`config.mk`:
```
export PLATFORM = sky130hd
export DESIGN_NAME = iira_ctrl
export DESIGN_NICKNAME = d
export VERILOG_FILES = /design/src/rtl/core/iira_pkg.sv /design/src/rtl/core/iira_ctrl.sv
export SDC_FILE = /design/constraint.sdc
export NUM_CORES = 1
export LEC_CHECK = 0
export BUFFER_PORTS_ARGS = -buffer_cell sky130_fd_sc_hd__buf_2
export CAP_MARGIN = 10
export CORE_AREA = 10 10 47 49
export DETAILED_ROUTE_END_ITERATION = 7
export DIE_AREA = 0 0 57 59
export SLEW_MARGIN = 20
export SYNTH_ARGS = -nofsm -noshare
export SYNTH_HDL_FRONTEND = slang
export SYNTH_SLANG_ARGS = --single-unit
```
`constraint.sdc`:
```
create_clock -name clock -period 1.68 [get_ports clock]
set_input_delay 0.168 -clock clock [delete_from_list [all_inputs] [get_ports clock]]
set_output_delay 0.168 -clock clock [all_outputs]
set_load 0.05 [all_outputs]
```
`src/rtl/core/iira_pkg.sv`:
```
// Shared types and constants for the indexed insert/remove record list.
package iira_pkg;

   localparam int POS_W    = 7;
   localparam int FILL_W   = 7;
   localparam int AMOUNT_W = 16;
   localparam int CARD_W   = 54;

   typedef enum logic [2:0] {
      OP_GET       = 3'd0,
      OP_INSERT    = 3'd1,
      OP_REMOVE    = 3'd2,
      OP_APPEND    = 3'd3,
      OP_PREPEND   = 3'd4,
      OP_POP_LAST  = 3'd5,
      OP_POP_FIRST = 3'd6,
      OP_CLEAR     = 3'd7
   } req_op_type;

   typedef enum logic [1:0] {
      ST_OK    = 2'd0,
      ST_EMPTY = 2'd1,
      ST_RANGE = 2'd2,
      ST_FULL  = 2'd3
   } status_type;

   typedef struct packed {
      logic [AMOUNT_W-1:0] amount;
      logic [CARD_W-1:0]   card;
      logic                available;
   } record_type;

   localparam int REC_W = $bits(record_type);

   // controller to datapath
   typedef struct packed {
      logic latch;     // take the request word
      logic check;     // record the status of the request
      logic rd_take;   // read the entry to be returned
      logic cap_take;  // capture that entry
      logic sh_init;   // load the shift cursor
      logic sh_rd;     // read the shift source
      logic sh_wr;     // write the shift destination, step the cursor
      logic put;       // write the new record, count up
      logic dec;       // count down
      logic clr;       // empty the list
   } dp_cmd_type;

   // datapath to controller
   typedef struct packed {
      req_op_type op;
      status_type err;
      logic       sh_more;
   } dp_stat_type;

endpackage

```
`src/rtl/core/iira_ctrl.sv`:
```
// Request sequencer: decodes the request and steps the datapath through it.
module iira_ctrl import iira_pkg::*; (
   input  logic        clock,
   input  logic        reset,
   input  logic        start,
   output logic        busy,
   output logic        rsp_valid,
   output dp_cmd_type  cmd,
   input  dp_stat_type stat
);

   typedef enum logic [2:0] {
      S_IDLE,
      S_CHECK,
      S_TAKE,
      S_SHIFT_RD,
      S_SHIFT_WR
   } state_type;

   state_type state_ff, state_in;
   logic      busy_ff;
   logic      rsp_valid_ff;
   logic      finish;

   always_comb begin
      cmd      = '0;
      state_in = state_ff;
      finish   = 1'b0;
      unique case (state_ff)
         S_IDLE: begin
            if (start) begin
               cmd.latch = 1'b1;
               state_in  = S_CHECK;
            end
         end
         S_CHECK: begin
            cmd.check = 1'b1;
            if (stat.err != ST_OK) begin
               finish = 1'b1;
            end else begin
               unique case (stat.op) inside
                  OP_GET, OP_POP_LAST, OP_POP_FIRST: begin
                     cmd.rd_take = 1'b1;
                     state_in    = S_TAKE;
                  end
                  OP_INSERT, OP_PREPEND, OP_REMOVE: begin
                     cmd.sh_init = 1'b1;
                     state_in    = S_SHIFT_RD;
                  end
                  OP_APPEND: begin
                     cmd.put = 1'b1;
                     finish  = 1'b1;
                  end
                  default: begin
                     cmd.clr = 1'b1;
                     finish  = 1'b1;
                  end
               endcase
            end
         end
         S_TAKE: begin
            cmd.cap_take = 1'b1;
            unique case (stat.op) inside
               OP_POP_LAST: begin
                  cmd.dec = 1'b1;
                  finish  = 1'b1;
               end
               OP_POP_FIRST: begin
                  cmd.sh_init = 1'b1;
                  state_in    = S_SHIFT_RD;
               end
               default: begin
                  finish = 1'b1;
               end
            endcase
         end
         S_SHIFT_RD: begin
            if (stat.sh_more) begin
               cmd.sh_rd = 1'b1;
               state_in  = S_SHIFT_WR;
            end else begin
               // gap open or closed: finish the request
               unique case (stat.op) inside
                  OP_INSERT, OP_PREPEND: cmd.put = 1'b1;
                  default:               cmd.dec = 1'b1;
               endcase
               finish = 1'b1;
            end
         end
         S_SHIFT_WR: begin
            cmd.sh_wr = 1'b1;
            state_in  = S_SHIFT_RD;
         end
         default: begin
            state_in = S_IDLE;
         end
      endcase
      if (finish) begin
         state_in = S_IDLE;
      end
   end

   always_ff @(posedge clock) begin
      if (reset) begin
         state_ff     <= S_IDLE;
         busy_ff      <= 1'b0;
         rsp_valid_ff <= 1'b0;
      end else begin
         state_ff     <= state_in;
         busy_ff      <= (state_in != S_IDLE);
         rsp_valid_ff <= finish;
      end
   end

   assign busy      = busy_ff;
   assign rsp_valid = rsp_valid_ff;

   a_rsp_pulse: assert property (@(posedge clock) disable iff (reset)
      rsp_valid |=> !rsp_valid)
      else $error("result strobe held for more than one cycle");

   a_rsp_idle: assert property (@(posedge clock) disable iff (reset)
      rsp_valid |-> !busy && state_ff == S_IDLE)
      else $error("result strobe while a request is in flight");

   a_accept_check: assert property (@(posedge clock) disable iff (reset)
      (start && !busy) |=> state_ff == S_CHECK && busy)
      else $error("accepted word did not reach the check state");

endmodule

```
==> impl_metrics.py <==
metrics = {
    "finish": {
        "highest_count_cells_in_the_layout_ignoring_fill_and_taps": "buf_2, buf_4, clkbuf_4",
        "finish.net_count": 94,
        "layout_commonest_cell": "buf_2",
        "multi_input_logic_area_um2": 412,
        "register_area_um2": 109,
        "layout.filler_cells": 136,
        "antenna-diode-count": 0,
        "post_synthesis_to_final_layout_area_growth_pct": 64.3,
        "drive_gt1_share_pct": 58.3,
    },
    "yosys": {
        "netlist_top_cells_area": "dfxtp_1, nand4bb_1, and4b_1, nand2_1, nor3b_4",
        "yosysWarningCount": 0,
        "post_synth_inst_count": 56,
        "synth_area_per_cell_um2": 8.33,
        "share_of_the_yosys_chip_area_belonging_to_registers_pct": 21.4,
        "synth.lib_cells_used.distinct": 31,
        "yosys_register_bits": 5,
        "synth_top_cell_by_area": "dfxtp_1",
        "synth_top_area_share_pct": 21.4,
        "synth_area_um2": 467,
        "syn_nets": 65,
    },
    "floorplanning": {
        "fp.dieArea_um2": 3360,
        "core.rowCount": 14,
        "start_util_pct": 33.3,
        "fp.dieH_um": 59,
        "core-area_um2": 1400,
        "number_of_ports_placed_on_the_die_boundary": 21,
        "dieWidth_um": 57,
    },
    "worst_setup_path": {
        "crit_path_buf_inv_count": 1,
        "worst_setup_path_end_kind": "output pin",
        "worst-setup-path-type": "reg2out",
        "critPathSlowestCell": "dfxtp_4",
        "cp.arrival_ps": 1470,
        "path_delay_family": "simple AND/OR/NAND/NOR gates",
        "critPathMaxStageDelay_ps": 370,
        "cp.required_ps": 1510,
        "crit_fanout": 5,
        "worst_setup_path_start_kind": "flip-flop",
        "crit_path_cell_trace": "nor3b_4 > nand2_2 > o221ai_4 > buf_6",
    },
    "status": {
        "status": "completed",
    },
    "global_routing": {
        "grt_pass1_vias": 560,
        "grt_start_max_net_pins": 13,
        "grt_pass1_wl_um": 2500,
        "globalRouteOverflowTotal": 0,
        "initial_antenna_violation_count": 0,
        "grt_usage_pct": 9.11,
    },
    "clock_tree": {
        "clock_tree.htree_level_count": 1,
        "cts_root_buf": "clkbuf_4",
        "cts_hold_repair.buffers": 0,
        "cts_tree": "yes",
        "clock_latency_ps": 240,
        "clkSlewWorstSetupHoldPaths_ps": 40,
        "cts_made_buffers": 3,
        "cts_max_path_buffers": 2,
        "clock_sink_count": 5,
    },
    "sta": {
        "max_freq_mhz": 611,
        "timing.max_slew.rel_slack_pct": 74.6,
        "clock-skew-final_ps": 3.14,
        "postLayoutSetupSlackWorst_ps": 44.4,
        "final_hold_viol_count": 0,
        "timing.final.max_slew_violations": 0,
        "finalSetupViolCount": 0,
        "post-route-period-util_pct": 97.4,
        "period_minus_slack_ps": 1640,
        "rsz0062_at_grt": "yes",
        "tightestPinTransition_ps": 379,
    },
    "detailed_routing": {
        "drt.antenna.violating_nets": 0,
        "post_drt_via_cell_ratio": 5.57,
        "drt-pass1-iter-count": 4,
        "drtIter0Drc": 6,
        "detailroute.via_count": 557,
        "post_drt_wl_per_cell_um": 14.9,
        "wirelength_um": 1490,
        "drc": 0,
    },
    "placement": {
        "detailed_place_hpwl_um": 1120,
        "finalWeightedCongestion": 0.732,
        "port-buffer-count": 20,
        "placement.setup.worst_slack_ps": 138,
    },
    "power_and_ir_drop": {
        "power.density_nw_per_um2": 641,
        "worst_ir_drop_vdd_mv": 0.485,
        "power_leakage_uw": 0.000328,
        "post-layout-total-power_uw": 491,
    },
    "hold_path": {
        "worst_hold_check_path_type": "in2reg",
    },
    "job": {
        "maxCapViolations": 0,
    },
}
-- layout make-up --
| cell class | count | area share, % |
|---|---|---|
| Timing Repair Buffer | 28 | 26.1 |
| Sequential cell | 5 | 14.2 |
| Multi-Input combinational cell | 47 | 53.7 |
| Clock buffer | 4 | 3.43 |
| Tap cell | 16 | 2.61 |
-- registers in the layout (all words and copies together), names as in the netlist --
register   count
state_ff       3
rsp_valid      1
busy           1
-- worst reg2reg max path: cells and delay by family (launching register included) --
family | cells | cell delay [ps]
flip-flops | 1 | 360
AO/OA/AOI/OAI | 2 | 560
AND/OR/NAND/NOR | 2 | 320
buffers and inverters | 2 | 270
-- kinds of logic after synthesis --
kind of cell	share of synthesized area, %
AOI/OAI and AO/OA	27.3
DFF	21.4
and+or+nand+nor	45.6
buffers and inverters	5.63
-- power breakdown --
part	leakage [µW]	total (µW)	internal, µW	switching [µW]
Clock	0.0000150	139	89.8	49.5
Combinational	0.000270	213	85.5	128
Sequential	0.0000428	139	129	9.31
-- worst paths after layout --
path / start / to / slack (ps) / depth (start not counted)
hold reg to reg: state_ff[1]$_SDFF_PP0_ / rsp_valid$_SDFF_PP0_ / 750 / 3
setup reg to reg: state_ff[0]$_SDFF_PP0_ / busy$_SDFF_PP0_ / 60 / 6
setup / recovery: state_ff[0]$_SDFF_PP0_ / cmd[5] / 40 / 4
hold / removal: reset / rsp_valid$_SDFF_PP0_ / 110 / 2
-- routing by layer --
layer | GRT usage (%) | vias up | wire length (µm)
li1 | - | 276 | -
met1 | 10.1 | 267 | 689
met2 | 15.5 | 12 | 737
met3 | 1.72 | 2 | 48
met4 | 6.04 | 0 | 10
met5 | 0 | - | 0
-- cell usage after synthesis --
library cell,count
dfxtp_1,5
nor3b_2,1
nor3b_4,1
and4bb_2,1
nor4b_1,1
nor3_1,2
a32oi_1,2
o22ai_1,1
and4b_1,2
buf_6,1
nor2b_2,1
o221ai_2,1
nor2b_1,1
and2_2,1
o21ai_0,3
nand2b_1,2
nand3_1,3
nand4bb_1,2
a2111oi_1,1
buf_2,3
a21oi_1,3
and2b_2,1
a21o_1,1
nor3b_1,2
o21bai_1,1
nand2_1,5
a211o_1,1
a31oi_1,1
a21boi_0,1
nor2_1,4
o41a_1,1
-- repair_timing --
action / 4_1_cts / 5_1_grt
buffers inserted: 2 / 2
cloned: 0 / 0
endpoints found under the setup margin: 6 / 5
pin swaps: 1 / 3
resized for setup: 6 / 7
-- stage by stage --
stage               hold WS (ps)  setup TNS [ps]  utilization [%]  cells  area (µm²)
floorplan                    237           -1560                -     56         542
global placement             356               0             46.9     92         657
detailed placement           355               0             46.9     92         657
CTS                          101               0             51.7     98         724
global route                 117           -78.8             54.7    100         767
finish                       111               0             54.7    100         767
No activity file was read; power rests on OpenSTA's default activity.
